`config.mk`:
```
export PLATFORM = sky130hd
export DESIGN_NAME = lhm_queue
export DESIGN_NICKNAME = d
export VERILOG_FILES = /design/src/lhm_pkg.sv /design/src/lhm_queue.sv
export SDC_FILE = /design/constraint.sdc
export NUM_CORES = 1
export LEC_CHECK = 0
export BUFFER_PORTS_ARGS = -buffer_cell sky130_fd_sc_hd__buf_2
export CAP_MARGIN = 20
export CORE_ASPECT_RATIO = 1.1
export CORE_MARGIN = 4
export CORE_UTILIZATION = 30
export DETAILED_ROUTE_END_ITERATION = 6
export GPL_TIMING_DRIVEN = 0
export PLACE_DENSITY = 0.53
export SLEW_MARGIN = 20
export SYNTH_ARGS = -nofsm -noshare
export SYNTH_HDL_FRONTEND = slang
export SYNTH_SLANG_ARGS = --single-unit
export TNS_END_PERCENT = 20
```
`constraint.sdc`:
```
create_clock -name clk -period 5.82 [get_ports clk]
set_clock_uncertainty 0.2 [all_clocks]
set_input_delay 0 -clock clk [delete_from_list [all_inputs] [get_ports clk]]
set_output_delay 0 -clock clk [all_outputs]
set_load 0.05 [all_outputs]
```
`src/lhm_pkg.sv`:
```
// package of shared types, constants and helpers for the latency histogram monitor
`default_nettype none
package lhm_pkg;
    localparam int NUM_BOUNDS_DEF = 4;
    localparam int MAX_BOUNDS = 6;
    localparam int NUM_REGS = 6;
    localparam int REG_IDX_W = 3;
    localparam int QUEUE_DEPTH = 2;
    localparam logic [31:0] MICRO_PER_SEC = 32'd1000000;
    localparam logic [6:0] PERCENT_FULL = 7'd100;

    localparam logic [REG_IDX_W-1:0] REG_REAL_LIMIT = 3'd0;
    localparam logic [REG_IDX_W-1:0] REG_PROCESS_LIMIT = 3'd1;
    localparam logic [REG_IDX_W-1:0] REG_BOUND_0 = 3'd2;

    typedef enum logic [1:0] {
        REQ_EVENT = 2'd0,
        REQ_COLLECT = 2'd1,
        REQ_REPORT = 2'd2,
        REQ_NONE = 2'd3
    } req_type_t;

    typedef enum logic [1:0] {
        KIND_RATE = 2'd0,
        KIND_BIN = 2'd1,
        KIND_SUMMARY = 2'd2
    } out_kind_t;

    typedef enum logic [2:0] {
        ST_IDLE,
        ST_EVENT,
        ST_DIV,
        ST_RATE,
        ST_ROWS,
        ST_SUMMARY
    } back_state_t;

    // one classified request handed from front to back
    typedef struct packed {
        req_type_t  req;
        logic [2:0] real_bin;
        logic [2:0] process_bin;
        logic [2:0] wait_bin;
        logic       over_real;
        logic       over_process;
        logic [31:0] real_time;
        logic [31:0] process_time;
    } work_t;

    function automatic logic [31:0] bound_reset(input int i);
        case (i)
            0: bound_reset = 32'd10;
            1: bound_reset = 32'd100;
            2: bound_reset = 32'd1000;
            3: bound_reset = 32'd10000;
            4: bound_reset = 32'd100000;
            default: bound_reset = 32'd1000000;
        endcase
    endfunction
endpackage
`default_nettype wire

```
`src/lhm_queue.sv`:
```
// two entry request queue between front and back
`default_nettype none
module lhm_queue (
    input  wire logic      clk,
    input  wire logic      rst_n,
    input  wire logic      push,
    input  lhm_pkg::work_t push_data,
    output logic           full,
    output logic           not_empty,
    input  wire logic      pop,
    output lhm_pkg::work_t pop_data
);
    lhm_pkg::work_t entry_reg [lhm_pkg::QUEUE_DEPTH];
    logic wr_ptr_reg, rd_ptr_reg;
    logic [1:0] count_reg;

    assign full = count_reg == 2'(lhm_pkg::QUEUE_DEPTH);
    assign not_empty = count_reg != 2'd0;
    assign pop_data = entry_reg[rd_ptr_reg];

    always_ff @(posedge clk)
    begin
        if (push)
        begin
            entry_reg[wr_ptr_reg] <= push_data;
        end
    end

    always_ff @(posedge clk or negedge rst_n)
    begin
        if (!rst_n)
        begin
            wr_ptr_reg <= 1'b0;
            rd_ptr_reg <= 1'b0;
            count_reg <= '0;
        end
        else
        begin
            if (push)
            begin
                wr_ptr_reg <= !wr_ptr_reg;
            end
            if (pop)
            begin
                rd_ptr_reg <= !rd_ptr_reg;
            end
            count_reg <= count_reg + 2'(push) - 2'(pop);
        end
    end

    assert property (@(posedge clk) disable iff (!rst_n) full |-> !push)
        else $error("queue overrun");
    assert property (@(posedge clk) disable iff (!rst_n) !not_empty |-> !pop)
        else $error("queue underrun");
    assert property (@(posedge clk) disable iff (!rst_n) count_reg <= 2'(lhm_pkg::QUEUE_DEPTH))
        else $error("queue count out of range");
endmodule
`default_nettype wire

```
==> reports/results.ini <==
[worst_setup_path]
arrival_ns = 1.77
crit_type = flip-flop to output port
cp_data_required_time_ns = 5.62
regToRegSetupSlack_ns = 3.99
cp_max_fo = 10
worstSetupEndpoint = pop_data[63]
cp_slowest_cell = dfrtp_1
ff2ff_path_depth = 2
startpoint = rd_ptr_reg
crit_top_cell = buf_6
start_kind = flip-flop
reg2reg_from = wr_ptr_reg
cp_slowest_stage_delay_ns = 0.34
timing.rr.end = entry_reg[1][0]
path_cells = buf_6 -> buf_6 -> buf_6 -> mux2_4 -> buf_2
cp-end-kind = output port

[detailed_routing]
postRouteAntennaNets = 0
drc = 0
routedWlPerCell_um = 14.9
finalWirelength_um = 11600
first_pass_iters = 4
via_per_inst = 4.16
drt_iter0_markers = 70
num_vias = 3240

[sta]
tightest_slew_ns = 0.581
rsz0062_at_grt = no
whs_ns = 0.109
fin_ws_ns = 3.85
fin_setup_tns_ns = 0
fin_crit_ns = 1.97
final_hold_viol_count = 0
period_share = 0.339
max-slew-margin-rel = 0.613
drv_slew = 0
setup_violations = 0
fmax_ghz = 0.506

[status]
status = finished clean

[floorplan]
num_rows = 53
die-height_um = 154
start_util = 0.306
io_pins = 160
chipWidth_um = 141
die_area_um2 = 21700
coreArea_um2 = 19100

[logic_synthesis]
syn_area_um2 = 5840
synth_top_area_frac = 0.792
synth_cells = 255
ys_types = 13
synth_seq_cells = 158
synth_top_family_by_area = multiplexers
yosys.area.top_type = edfxtp_1
yosys.area_share.adder = 0.00429
synthMuxAreaShare = 0.161
synthXorXnorAreaFrac = 0.00708
yosys.area_share.simple = 0.00429
synth_area_leaders = edfxtp_1 (79%), mux2_2 (11%), mux2_4 (5.1%), dfrtp_1 (1.7%), buf_6 (0.77%)
avgSynthCellArea_um2 = 22.9
yosys_warnings = 0
syn_nets = 338
synth_compound_area_frac = 0
seq_area_frac_synth = 0.810

[final_layout]
drive_gt1_frac = 0.531
diodes = 0
instances_no_fill = 778
fin_nets = 601
largest_reg_flops = 154
area_growth_pct = 44.7

[place]
portBuffers = 159
gp_congestion = 0.674
dp.cells = 665
pre_cts_slack_ns = 3.97
dp_hpwl_um = 7730

[power_and_ir_drop]
p_per_area_nw_per_um2 = 535
ir_drop_v = 0.000283
leakage_nw = 3.27
power_mw = 4.52

[clock_network]
cts.clk_slew.worst_paths_ns = 0.06
cts_made_buffers = 17
cts_tree = yes
clk_latency_ns = 0.41
cts-root-buf = clkbuf_16
cts_htree_levels = 4
cts_buffer_depth = 2
cts.repair_timing.setup_buffer_count = 0
numClockSinks = 158

[global_route]
antenna_found_initial = 0
grt_pass1_vias = 3696
grtUsageTotal = 0.110
grt_pass1_wl_um = 18700
grt_start_max_net_pins = 41
gr-total-overflow = 0

[worst_hold_path]
min_path_type = input pin to flip-flop

[flow_run]
cap_violations = 0

synth_stat cells:
cell,instances
mux2_4,20
and2_1,1
dfrtp_1,4
buf_6,4
mux2_2,57
xor2_1,2
inv_1,2
or2_2,1
ha_1,2
nor2b_1,2
xor3_1,1
edfxtp_1,154
buf_2,5
power by group:
group | switching (mW) | internal, mW | total, mW
clock | 0.458 | 0.639 | 1.10
sequential | 0.0510 | 1.51 | 1.56
combinational | 1.27 | 0.585 | 1.86
worst min path at each step:
stage,cells past startpoint,to,slack [ns],from
finish,2,entry_reg[0][69],0.11,push_data[69]
global route,2,entry_reg[1][48],0.09,push_data[48]
CTS,2,entry_reg[0][46],0.08,push_data[46]
detailed placement,1,count_reg[1],-0.39,rst_n
global placement,1,count_reg[1],-0.39,rst_n
floorplan,0,count_reg[0],-0.50,rst_n
layer usage:
layer,GRT usage,wire (um),vias to the layer above
met5,0,0,-
met4,0.0360,130,0
met3,0.0353,614,9
met2,0.194,6150,100
met1,0.127,4680,1595
li1,-,-,1536
repair_timing:
| action | in CTS | in global routing |
|---|---|---|
| hold endpoints to repair | 174 | 0 |
| hold buffers | 81 | 0 |
| resized for setup | 0 | 0 |
| endpoints found under the setup margin | 0 | 0 |
through the flow:
stage,instance area (um2),util
2_1_floorplan,5840,-
3_3_place_gp,6940,0.363
3_5_place_dp,7050,0.369
4_1_cts,8440,0.442
5_1_grt,8440,0.442
6_report,8440,0.442
layout make-up:
cell class,instances,area [um2]
fill,1685,10700
timing repair buffer,244,1700
clock buffer,18,429
buffer,9,70.1
tap,247,309
clock inverter,14,156
sequential,158,4720
multi-input combinational,86,1040
inverter,2,7.51
worst max-delay path, delay by kind of cell, from the launching register on:
kind	cells	cell delay, ns
buffers and inverters	4	0.71
flip-flops	1	0.34
multiplexers	1	0.32
layout by cell type, fill, tap and decap left out:
master | netlist | routed
buf_6 | 4 | 4
inv_1 | 2 | 2
clkbuf_1 | 0 | 1
mux2_4 | 20 | 20
xor3_1 | 1 | 1
or2_2 | 1 | 1
ha_1 | 2 | 2
mux2_2 | 57 | 57
edfxtp_1 | 154 | 154
nor2b_1 | 2 | 1
buf_16 | 0 | 2
dlygate4sd3_1 | 0 | 81
nor2b_4 | 0 | 1
buf_2 | 5 | 164
buf_12 | 0 | 2
and2_4 | 0 | 1
clkinv_4 | 0 | 3
dfrtp_1 | 4 | 4
clkbuf_16 | 0 | 17
bufinv_16 | 0 | 2
inv_6 | 0 | 5
clkinv_1 | 0 | 1
xor2_1 | 2 | 2
clkinvlp_4 | 0 | 3
kinds of logic (layout without fill, tap and decap cells):
kind of cell | after synthesis | count (layout)
adders and majority gates | 2 | 2
xor gates and xnor gates | 3 | 3
DFF | 158 | 158
muxes | 77 | 77
and+or+nand+nor | 4 | 4
buffers and inverters | 11 | 287
Power figures use the tool's default switching activity.
