$ cat src/lhm_pkg.sv
// package of shared types, constants and helpers for the latency histogram monitor
`default_nettype none
package lhm_pkg;
    localparam int NUM_BOUNDS_DEF = 4;
    localparam int MAX_BOUNDS = 6;
    localparam int NUM_REGS = 6;
    localparam int REG_IDX_W = 3;
    localparam int QUEUE_DEPTH = 2;
    localparam logic [31:0] MICRO_PER_SEC = 32'd1000000;
    localparam logic [6:0] PERCENT_FULL = 7'd100;

    localparam logic [REG_IDX_W-1:0] REG_REAL_LIMIT = 3'd0;
    localparam logic [REG_IDX_W-1:0] REG_PROCESS_LIMIT = 3'd1;
    localparam logic [REG_IDX_W-1:0] REG_BOUND_0 = 3'd2;

    typedef enum logic [1:0] {
        REQ_EVENT = 2'd0,
        REQ_COLLECT = 2'd1,
        REQ_REPORT = 2'd2,
        REQ_NONE = 2'd3
    } req_type_t;

    typedef enum logic [1:0] {
        KIND_RATE = 2'd0,
        KIND_BIN = 2'd1,
        KIND_SUMMARY = 2'd2
    } out_kind_t;

    typedef enum logic [2:0] {
        ST_IDLE,
        ST_EVENT,
        ST_DIV,
        ST_RATE,
        ST_ROWS,
        ST_SUMMARY
    } back_state_t;

    // one classified request handed from front to back
    typedef struct packed {
        req_type_t  req;
        logic [2:0] real_bin;
        logic [2:0] process_bin;
        logic [2:0] wait_bin;
        logic       over_real;
        logic       over_process;
        logic [31:0] real_time;
        logic [31:0] process_time;
    } work_t;

    function automatic logic [31:0] bound_reset(input int i);
        case (i)
            0: bound_reset = 32'd10;
            1: bound_reset = 32'd100;
            2: bound_reset = 32'd1000;
            3: bound_reset = 32'd10000;
            4: bound_reset = 32'd100000;
            default: bound_reset = 32'd1000000;
        endcase
    endfunction
endpackage
`default_nettype wire

$ cat src/lhm_if.sv
// valid/ready channel interfaces for requests, results and register writes
`default_nettype none


interface lhm_cfg_if;
    logic        valid;
    logic        ready;
    logic [2:0]  index;
    logic [31:0] data;
    modport source (output valid, index, data, input ready);
    modport sink (input valid, index, data, output ready);
endinterface
`default_nettype wire

$ cat src/lhm_front.sv
// front end: register file, bin classification and limit compare
`default_nettype none
module lhm_front #(
    parameter int NUM_BOUNDS = lhm_pkg::NUM_BOUNDS_DEF
) (
    input  wire logic        clk,
    input  wire logic        rst_n,
    lhm_cfg_if.sink          cfg,
    input  wire logic [1:0]  in_req_type,
    input  wire logic [31:0] in_real_time,
    input  wire logic [31:0] in_process_time,
    output lhm_pkg::work_t   work
);
    logic [31:0] real_limit_reg;
    logic [31:0] process_limit_reg;
    logic [31:0] bound_reg [NUM_BOUNDS];
    logic signed [33:0] wait_time;
    logic [2:0] real_bin;
    logic [2:0] process_bin;
    logic [2:0] wait_bin;

    assign cfg.ready = 1'b1;

    always_ff @(posedge clk or negedge rst_n)
    begin
        if (!rst_n)
        begin
            real_limit_reg <= '0;
            process_limit_reg <= '0;
            for (int i = 0; i < NUM_BOUNDS; i++)
            begin
                bound_reg[i] <= lhm_pkg::bound_reset(i);
            end
        end
        else if (cfg.valid)
        begin
            if (cfg.index == lhm_pkg::REG_REAL_LIMIT)
            begin
                real_limit_reg <= cfg.data;
            end
            if (cfg.index == lhm_pkg::REG_PROCESS_LIMIT)
            begin
                process_limit_reg <= cfg.data;
            end
            for (int i = 0; i < NUM_BOUNDS; i++)
            begin
                if (i < lhm_pkg::NUM_REGS - 2 &&
                    {1'b0, cfg.index} == 4'(i) + {1'b0, lhm_pkg::REG_BOUND_0})
                begin
                    bound_reg[i] <= cfg.data;
                end
            end
        end
    end

    assign wait_time = $signed({2'b00, in_process_time}) - $signed({2'b00, in_real_time});

    always_comb
    begin
        real_bin = '0;
        process_bin = '0;
        wait_bin = '0;
        for (int i = 0; i < NUM_BOUNDS; i++)
        begin
            real_bin = real_bin + 3'(bound_reg[i] < in_real_time);
            process_bin = process_bin + 3'(bound_reg[i] < in_process_time);
            wait_bin = wait_bin + 3'($signed({2'b00, bound_reg[i]}) < wait_time);
        end
    end

    always_comb
    begin
        work.req = lhm_pkg::req_type_t'(in_req_type);
        work.real_bin = real_bin;
        work.process_bin = process_bin;
        work.wait_bin = wait_bin;
        work.over_real = in_real_time > real_limit_reg;
        work.over_process = in_process_time > process_limit_reg;
        work.real_time = in_real_time;
        work.process_time = in_process_time;
    end
endmodule
`default_nettype wire

$ cat src/flat_wrapper.sv
// flat-port wrapper written by rule: the top's interface ports become plain ports
module lhm_front_flat 
#(
    parameter int NUM_BOUNDS = lhm_pkg::NUM_BOUNDS_DEF
)
  (clk, rst_n, in_req_type, in_real_time, in_process_time, work, cfg_valid, cfg_index, cfg_data, cfg_ready);
  lhm_cfg_if cfg_i ();
  input  wire logic clk;
  input  wire logic rst_n;
  input  wire logic [1:0] in_req_type;
  input  wire logic [31:0] in_real_time;
  input  wire logic [31:0] in_process_time;
  output lhm_pkg::work_t work;
  input wire logic [$bits(cfg_i.valid)-1:0] cfg_valid;
  input wire logic [$bits(cfg_i.index)-1:0] cfg_index;
  input wire logic [$bits(cfg_i.data)-1:0] cfg_data;
  output wire logic [$bits(cfg_i.ready)-1:0] cfg_ready;
  assign cfg_i.valid = cfg_valid;
  assign cfg_i.index = cfg_index;
  assign cfg_i.data = cfg_data;
  assign cfg_ready = cfg_i.ready;
  lhm_front #(.NUM_BOUNDS(NUM_BOUNDS)) u_core (.clk(clk), .rst_n(rst_n), .cfg(cfg_i), .in_req_type(in_req_type), .in_real_time(in_real_time), .in_process_time(in_process_time), .work(work));
endmodule
$ cat config.mk
export PLATFORM = sky130hd
export DESIGN_NAME = lhm_front_flat
export DESIGN_NICKNAME = d
export VERILOG_FILES = /design/src/lhm_pkg.sv /design/src/lhm_if.sv /design/src/lhm_front.sv /design/src/flat_wrapper.sv
export SDC_FILE = /design/constraint.sdc
export NUM_CORES = 1
export LEC_CHECK = 0
export CELL_PAD_IN_SITES_DETAIL_PLACEMENT = 0
export CELL_PAD_IN_SITES_GLOBAL_PLACEMENT = 1
export CORE_ASPECT_RATIO = 2
export CORE_MARGIN = 4
export CORE_UTILIZATION = 55
export DETAILED_ROUTE_END_ITERATION = 12
export DONT_BUFFER_PORTS = 1
export PLACE_DENSITY_LB_ADDON = 0.1
export SETUP_SLACK_MARGIN = 0.15
export SYNTH_ARGS = -nofsm -noshare
export SYNTH_HDL_FRONTEND = slang
export SYNTH_SLANG_ARGS = --single-unit
$ cat constraint.sdc
create_clock -name clk -period 7.9 [get_ports clk]
set_clock_uncertainty 0.15 [all_clocks]
set_input_delay 0.395 -clock clk [delete_from_list [all_inputs] [get_ports clk]]
set_output_delay 0.395 -clock clk [all_outputs]
set_load 0.01 [all_outputs]
==> results of run 1 <==
[how the worst max path moves through the flow]
stage                             startpoint  slack [ps]  cells after the start  endpoint
after global routing        in_real_time[10]        1270                     23  work[67]
final                        in_real_time[8]        1720                     23  work[67]
after floorplan           in_process_time[0]        2450                     23  work[67]
after detailed placement     in_real_time[8]        1750                     23  work[67]
after global placement      in_real_time[10]        1810                     23  work[67]
after CTS                    in_real_time[8]        1710                     23  work[67]
[per-layer routing]
| layer | GRT usage | vias to the layer above | wire length, µm |
|---|---|---|---|
| met5 | 0 | - | 0 |
| met4 | 0.395 | 0 | 9920 |
| met3 | 0.0446 | 314 | 1740 |
| met2 | 0.649 | 527 | 34000 |
| met1 | 0.266 | 7150 | 18200 |
| li1 | - | 7132 | - |
[cell type report]
cell class / count / area, µm² / area share
Antenna cell: 6 / 15.0 / 0.000755
Timing Repair Buffer: 41 / 410 / 0.0206
Clock buffer: 18 / 439 / 0.0221
Inverter: 148 / 556 / 0.0279
Tap cell: 436 / 546 / 0.0274
Sequential cell: 192 / 4820 / 0.243
Clock inverter: 14 / 183 / 0.00918
Multi-Input combinational cell: 1540 / 12900 / 0.649
[cells by family (layout without fill, tap and decap cells)]
| logic type | count (synthesis) | in the layout | synth area share |
|---|---|---|---|
| compound gates | 512 | 512 | 0.170 |
| xor+xnor | 25 | 25 | 0.0116 |
| fa+ha+maj | 472 | 472 | 0.314 |
| buf+inv | 244 | 221 | 0.0623 |
| flops | 192 | 192 | 0.255 |
| mux | 130 | 130 | 0.0775 |
| other cells | 1 | 7 | 0.000198 |
| simple gates | 400 | 400 | 0.109 |
[repair_timing]
item	4_1_cts	5_1_grt
resized for setup	0	0
hold buffers	34	0
hold endpoints to repair	384	0
[stage by stage]
| stage | hold WS (ps) | cell area [µm²] |
|---|---|---|
| after floorplan | -50.6 | 18900 |
| after global placement | -44.5 | 18900 |
| after detailed placement | -44.3 | 18900 |
| after CTS | 303 | 19900 |
| after global routing | 344 | 19900 |
| final | 306 | 19900 |
[synthesized netlist by cell type, types with 4 or more instances]
| cell | n | share of area |
|---|---|---|
| ha_1 | 466 | 0.31 |
| dfrtp_1 | 176 | 0.23 |
| inv_1 | 148 | 0.029 |
| a21oi_1 | 145 | 0.038 |
| o21ai_0 | 143 | 0.038 |
| mux2_2 | 130 | 0.077 |
| nand2_1 | 110 | 0.022 |
| a21o_1 | 108 | 0.043 |
| buf_4 | 67 | 0.027 |
| nand4_1 | 59 | 0.020 |
| nor2_1 | 52 | 0.010 |
| nand2b_1 | 48 | 0.016 |
| nor2b_1 | 45 | 0.015 |
| nand3_1 | 33 | 0.0087 |
| clkbuf_1 | 26 | 0.0052 |
| o21a_1 | 20 | 0.0079 |
| nor3_1 | 18 | 0.0048 |
| dfstp_2 | 16 | 0.022 |
| o211ai_1 | 14 | 0.0056 |
| xnor2_1 | 13 | 0.0060 |
| xor2_1 | 12 | 0.0056 |
| a211oi_1 | 10 | 0.0040 |
| and3_1 | 7 | 0.0023 |
| o21ai_1 | 7 | 0.0019 |
| a2111oi_0 | 6 | 0.0028 |
| o21bai_1 | 6 | 0.0024 |
| o31ai_1 | 6 | 0.0024 |
| a211o_1 | 4 | 0.0019 |
| a221o_1 | 4 | 0.0021 |
| a221oi_1 | 4 | 0.0019 |
| a31oi_1 | 4 | 0.0013 |
| and4_1 | 4 | 0.0019 |
| fa_1 | 4 | 0.0042 |
| nor4_1 | 4 | 0.0013 |
| or3_1 | 4 | 0.0013 |
[worst min-delay path: stages]
cell	delay, ps
nor3_2	20
buf_4	270
nand2_1	120
o21ai_0	80
[power breakdown]
group / total, mW / internal, mW / switching, mW
logic: 1.97 / 0.902 / 1.06
registers: 1.51 / 1.21 / 0.304
clock network: 0.932 / 0.442 / 0.490
total: 4.41 / 2.55 / 1.86
==> run metrics, run 1 <==
WL final 63900 µm; Worst slew margin 0.256; CTS root buf clkbuf_16; Tcrit/Tclk final 0.782; most frequent CP cell ha_1; async set or reset register ratio after synthesis 1.00; DP Wirelength 53000 µm; Min-Delay Endpoint u_core.real_limit_reg[2]; Die Ht 270 µm; GRT overflow 0; synth warn 0; number of global-route vias before repair 15790; # fillers 3058; minimum clock period 6180 ps; Vias 15123; slew of the pin with the lowest slew margin 1120 ps; Post-synth EDFFs 0; FF+latch count, synth 192; syn_area_per_cell 9.56 µm²; number of DRC markers in iteration 0 713; Total Nets Final 2514; cell count after synthesis 1976; area delta synth->final 5.24%; Req. time, crit path 7360 ps; final setup margin 1720 ps; clk_lat worst skew 470 ps; initial antenna violation count 7; post-layout util 0.589; DP Worst Slack 1750 ps; hold depth 4; Routed Antenna Nets 0; dpl cells 2323; Max Freq 162 MHz; worst path cell trace inv_1, ha_1, a21oi_1, o21ai_0, a21oi_2, a21boi_0, o21ai_0, nor2b_1, o21ai_0, xnor2_1, ha_1, a21oi_1, nor2b_1, o211ai_1, o211ai_1, a21o_1, maj3_2, maj3_2, nor3_1, o21a_1, ha_1, fa_1, ha_1; worst reg2reg path startpoint u_core.bound_reg[50]; core region area 33800 µm²; global-route wire length before repair 94800 µm; Startpoint Class input port; GRT Util Overall 0.342; FF-to-FF End u_core.bound_reg[50]; Max Cap Violations 0; buffers added on ports 0; Crit path arrival time 5640 ps; clk sinks 192; I/O Pins 182; largest net degree at the start of global routing 193; Core Rows 95; setup bufs post-CTS 0; maximum fanout along the worst path 7; Worst Setup End Kind output port; Fin. Hold Viols 0; Pwr Density 222 nW/µm²; Max Root-Sink Buffers 2; Cell Area, Synth 18900 µm²; final setup fails 0; status finished, final reports clean; Buf/Inv on CP 1; Overall Power 4.41 mW; starting density of the core 0.560; Residual DRC 0; CP delay by family, top adder cells; worst hold path class in2reg; Clock Pin Slew Worst Setup and Hold Paths 90 ps; Hold Startpoint cfg_index[2]; flop2flop setup slack 6770 ps; full die area 37600 µm²; register area share after synthesis 0.255; CP max-delay cell xnor2_1; placer congestion estimate 0.966; Chip Width 139 µm; Initial DRT Pass Iterations 5; via/cell ratio 6.31; CTS tree yes; max-slew violations 0; final std cells w/o fill 2395; layout cells sized above 1 0.109; Final TNS setup 0 ps; CP max stage delay 460 ps; unrepaired setup endpoints after global routing no; Most used DFF post-synth dfrtp_1; Register-to-Register Path Depth 1; max FFs per register 128; H-tree levels 4; syn nets 2550; Leak 9.99 nW; Peak VDD IR 0.181 mV; CTS buffer count 17; commonest cells after routing, fill and taps aside ha_1, dfrtp_1, inv_1; most common cell after layout, fill and taps aside ha_1; Netlist cell types 67; average wire per standard cell 26.7 µm; kind of critical path in2out
(Power assumes the default switching activity.)
==> run 2, diff against run 1 <==
Settings changed: CORE_UTILIZATION 55 to 51.
Clock period 7.9 ns to 5.8 ns, I/O delays scaled along.
==> run 2 against run 1 <==
Net effect:
- non-clock buffer count is 57 higher
- via count rose by 0.62%
- final area rose by 3.0%
- largest cell class unchanged
- largest power group unchanged
==> run metrics, run 2 (synthesis results as in run 1) <==
Leak 10.2 nW (+2.6%); worst hold path class in2reg; Worst slew margin 0.105 (-0.152); Die Ht 280 µm (+3.7%); max FFs per register 128 (unchanged); hold slack 209 ps (-97.6 ps); most frequent CP cell a21o_1; clk sinks 192 (unchanged); Worst Setup End Kind output port; core region area 36500 µm² (+8.2%); buffers added on ports 0 (unchanged); I/O Pins 182 (unchanged); status finished, final reports clean; commonest cells after routing, fill and taps aside ha_1, dfrtp_1, inv_1; global-route wire length before repair 103000 µm (+8.5%); full die area 40400 µm² (+7.5%); FF-to-FF End u_core.bound_reg[48]; CP max stage delay 410 ps (-50 ps); starting density of the core 0.517 (-0.0427); worst reg2reg path startpoint u_core.bound_reg[48]; Fin. Hold Viols 0 (unchanged); Overall Power 6.16 mW (+40%); slew of the pin with the lowest slew margin 1340 ps (+227 ps); Peak VDD IR 0.216 mV (+19%); kind of critical path in2out; Min-Delay Endpoint u_core.real_limit_reg[1]; Req. time, crit path 5360 ps (-2000 ps); H-tree levels 4 (unchanged); Initial DRT Pass Iterations 5 (unchanged); hold depth 4 (unchanged); placer congestion estimate 1.05 (+8.6%); Max Root-Sink Buffers 2 (unchanged); Total Nets Final 2571 (+2.3%); max-slew violations 0 (unchanged); Max Cap Violations 0 (unchanged); worst path cell trace inv_1, ha_2, o21ai_1, a21oi_2, a21oi_2, buf_4, a21o_2, a21o_1, a31oi_2, a21oi_1, o21ai_0, nand2_1, ha_1, a21o_1, a21o_1, a21oi_1, o21ai_0, a21o_1, a211o_1, a21oi_2, ha_1, fa_2, ha_4; CTS buffer count 17 (unchanged); Pwr Density 301 nW/µm² (+36%); Residual DRC 0 (unchanged); number of DRC markers in iteration 0 731 (+2.5%); most common cell after layout, fill and taps aside ha_1; CP max-delay cell ha_2; DP Worst Slack 175 ps (-1580 ps); largest net degree at the start of global routing 193 (unchanged); average wire per standard cell 29.1 µm (+9.1%); number of global-route vias before repair 15745 (-0.28%); Core Rows 99 (+4.2%); post-layout util 0.561 (-0.0287); Crit path arrival time 5030 ps (-610 ps); Tcrit/Tclk final 0.942; GRT Util Overall 0.362 (+0.0203); Hold Startpoint cfg_index[2]; initial antenna violation count 7 (unchanged); DP Wirelength 59700 µm (+13%); area delta synth->final 8.38%; maximum fanout along the worst path 4 (-3); Startpoint Class input port; Final TNS setup 0 ps (unchanged); unrepaired setup endpoints after global routing no; clk_lat worst skew 460 ps (about the same); Chip Width 144 µm (+3.6%); CTS root buf clkbuf_16; flop2flop setup slack 4680 ps (-2090 ps); minimum clock period 5470 ps; WL final 71800 µm (+12%); final setup fails 0 (unchanged); Clock Pin Slew Worst Setup and Hold Paths 90 ps (about the same); Vias 15217 (+0.62%); CTS tree yes; via/cell ratio 6.16 (-2.4%); Max Freq 183 MHz; layout cells sized above 1 0.144 (+0.0347); final setup margin 334 ps (-1380 ps); GRT overflow 0 (unchanged); Routed Antenna Nets 0 (unchanged); Register-to-Register Path Depth 1 (unchanged)
## run 2: cell types whose count changed in the layout (fill, tap and decap cells not counted), sizes merged
cell      change
diode         -1
buf          +57
clkinv        +3
inv           -8
bufinv        +1
clkinvlp      +4
## run 2: worst max-delay path, delay by kind of cell
kind	cells	cell delay (ps)
fa+ha+maj	5	1720
simple gates	1	140
compound gates	15	2590
buf+inv	2	260
## run 2: stage by stage
step	cells	cell area, µm²
floorplan	1976	18900
global placement	2397	19300
detailed placement	2397	19300
CTS	2463	20300
global route	2468	20500
finish	2469	20500
## run 2: how the worst max path moves through the flow
stage	slack, ps	cells after the start	endpoint	start
after floorplan	560	23	work[67]	in_process_time[0]
after global placement	180	24	work[67]	in_process_time[0]
after detailed placement	180	24	work[67]	in_process_time[0]
after CTS	160	24	work[67]	in_process_time[0]
after global routing	150	23	work[67]	in_real_time[9]
final	330	23	work[67]	in_real_time[3]
## run 2: layout make-up
class	instances	area, µm²
Sequential cell	192	4820
Inverter	148	571
Tap cell	454	568
Timing Repair Buffer	98	838
Fill cell	3372	16100
Antenna cell	5	12.5
Clock buffer	18	429
Multi-Input combinational cell	1540	13000
Clock inverter	14	199
## run 2: routing by layer
layer  global-route usage  up-vias  wire (µm)
met2                0.666      491      39100
met5                    0        -          0
li1                     -     7235          -
met1                0.269     7160      19200
met3               0.0674      331       2440
met4                0.443        0      11100
## run 2: power by group
group          total (mW)  internal [mW]  switching (mW)
Clock                1.27          0.626           0.646
Combinational        2.83           1.31            1.52
Sequential           2.06           1.64           0.417
Total                6.16           3.58            2.59
## run 2: repair_timing
item,CTS,global route
setup endpoints to repair,0,3
hold buffers,34,0
buffers inserted,0,1
endpoints found under the hold margin,384,0
gates resized for setup,0,23
==> run 3, diff against run 2 <==
Settings changed: CORE_UTILIZATION 51 to 46.
Clock period 5.8 ns to 4.6 ns, I/O delays scaled along.
==> run 3 against run 2 <==
Net effect:
- critical path type unchanged
- hold slack worse by 920 ps
- global-route usage is 0.84 points lower
- final area is 5.7% higher
- first-iteration DRC count is 8.5% lower
- highest routed layer unchanged
- die area is 10% higher
- flip-flop and latch count stayed put
- worst setup slack worse by 710 ps
- the flow now finishes with violations (negative hold slack, negative setup slack)
- count of clock-buffer cells in the layout is 1 lower
- sequential power is 26% higher
- final cell count is 7.4% higher
- critical path depth is 1 higher
- clock power is 26% higher
==> run metrics, run 3 (synthesis results as in run 1) <==
layout cells sized above 1 0.202 (+0.0583); starting density of the core 0.467 (-0.0502); dpl cells 2557 (+6.7%); Initial DRT Pass Iterations 5 (unchanged); Core Rows 104 (+5.1%); Worst slew margin 0.288 (+0.184); GRT overflow 0 (unchanged); Clock Pin Slew Worst Setup and Hold Paths 90 ps (about the same); Startpoint Class input port; Vias 15884 (+4.4%); Residual DRC 0 (unchanged); CP max stage delay 380 ps (-30 ps); final setup fails 3 (+3); Post-CTS Hold Fix Bufs 34 (unchanged); max FFs per register 128 (unchanged); Leak 10.8 nW (+5.4%); buffers added on ports 0 (unchanged); final std cells w/o fill 2652 (+7.4%); clk_lat worst skew 480 ps (+20 ps); DP Wirelength 64300 µm (+7.8%); worst path cell trace clkinv_16, ha_4, inv_2, fa_2, nand3_4, a211oi_4, o21a_1, o21a_1, nor2_2, o21bai_1, a21oi_1, xor2_1, ha_1, a21o_1, a21oi_2, o211ai_1, a21o_1, maj3_2, maj3_2, nor3_2, o21a_1, ha_4, fa_2, ha_4; Chip Width 151 µm (+5.0%); GRT Util Overall 0.353 (-0.00838); status complete, but fails checks; I/O Pins 182 (unchanged); CTS buffer count 17 (unchanged); slew of the pin with the lowest slew margin 1050 ps (-289 ps); global-route wire length before repair 109000 µm (+6.2%); Max Freq 201 MHz; core region area 40500 µm² (+11%); clk sinks 192 (unchanged); Routed Antenna Nets 0 (unchanged); initial antenna violation count 13 (+6); kind of critical path in2out; Total Nets Final 2669 (+3.8%); Crit path arrival time 4600 ps (-430 ps); Req. time, crit path 4220 ps (-1140 ps); Placed Area 20200 µm² (+4.6%); largest net degree at the start of global routing 193 (unchanged); number of global-route vias before repair 16226 (+3.1%); failing checks negative hold slack, negative setup slack; final setup margin -380 ps (-714 ps); placer congestion estimate 0.982 (-6.3%); H-tree levels 4 (unchanged); worst hold path class in2async; Fin. Hold Viols 192 (+192); Peak VDD IR 0.263 mV (+22%); CP delay by family, top adder cells; average wire per standard cell 29.5 µm (+1.3%); area delta synth->final 14.5%; max-slew violations 0 (unchanged); Overall Power 8.05 mW (+31%); number of DRC markers in iteration 0 669 (-8.5%); Tcrit/Tclk final 1.08; via/cell ratio 5.99 (-2.8%); Max Cap Violations 0 (unchanged); CTS tree yes; Worst Setup End Kind output port; CTS root buf clkbuf_16; commonest cells after routing, fill and taps aside ha_1, dfrtp_1, buf_4; full die area 44600 µm² (+10%); Max Root-Sink Buffers 2 (unchanged); Pwr Density 372 nW/µm² (+24%); most common cell after layout, fill and taps aside ha_1; maximum fanout along the worst path 6 (+2); WL final 78200 µm (+8.8%); CP max-delay cell fa_2; final instance area 21600 µm² (+5.7%); Buf/Inv on CP 2 (unchanged); hold slack -712 ps (-921 ps); unrepaired setup endpoints after global routing yes; Die Ht 295 µm (+5.1%); minimum clock period 4980 ps
==> run 3: what timing repair did <==
action                     CTS  global route
resized for setup           30            27
setup endpoints to repair    4             5
hold endpoints to repair   384           192
setup buffers               12             3
pin swaps                   27             7
==> run 3: area by class of cell <==
class,count,area [µm²]
Antenna cell,14,35.0
Clock buffer,17,425
Clock inverter,15,193
Fill cell,3783,18800
Inverter,148,582
Multi-Input combinational cell,1540,13300
Sequential cell,192,4820
Tap cell,530,663
Timing Repair Buffer,196,1570
==> run 3: worst paths after layout <==
path	from	to	slack, ps	cells past startpoint
worst max-delay path	in_process_time[0]	work[67]	-380	24
worst min-delay path	rst_n	u_core.process_limit_reg[24]	-710	0
worst max register to register	u_core.bound_reg[88]	u_core.bound_reg[88]	3450	1
worst min register to register	u_core.process_limit_reg[0]	u_core.process_limit_reg[0]	370	1
max in group asynchronous	rst_n	u_core.real_limit_reg[12]	4650	0
min in group clk	cfg_index[2]	u_core.real_limit_reg[1]	160	4
==> run 3: stage by stage <==
| stage | setup WS, ps | TNS (ps) | util |
|---|---|---|---|
| after floorplan | -110 | -140 | - |
| after global placement | -555 | -1470 | 0.500 |
| after detailed placement | -558 | -1480 | 0.500 |
| after CTS | -372 | -918 | 0.530 |
| after global routing | -543 | -1420 | 0.535 |
| final | -380 | -937 | 0.535 |
==> run 3: layer usage <==
| layer | vias to the layer above | track usage | routed length, µm |
|---|---|---|---|
| met2 | 590 | 0.657 | 42300 |
| met5 | - | 0 | 0 |
| met3 | 354 | 0.0525 | 2820 |
| met4 | 0 | 0.460 | 12800 |
| li1 | 7441 | - | - |
| met1 | 7499 | 0.256 | 20300 |
==> run 3: power breakdown <==
| part | switching (mW) | total (mW) | leakage [nW] | internal, mW |
|---|---|---|---|---|
| logic | 2.01 | 3.85 | 8.20 | 1.84 |
| registers | 0.530 | 2.60 | 2.29 | 2.07 |
| clock network | 0.856 | 1.60 | 0.298 | 0.743 |
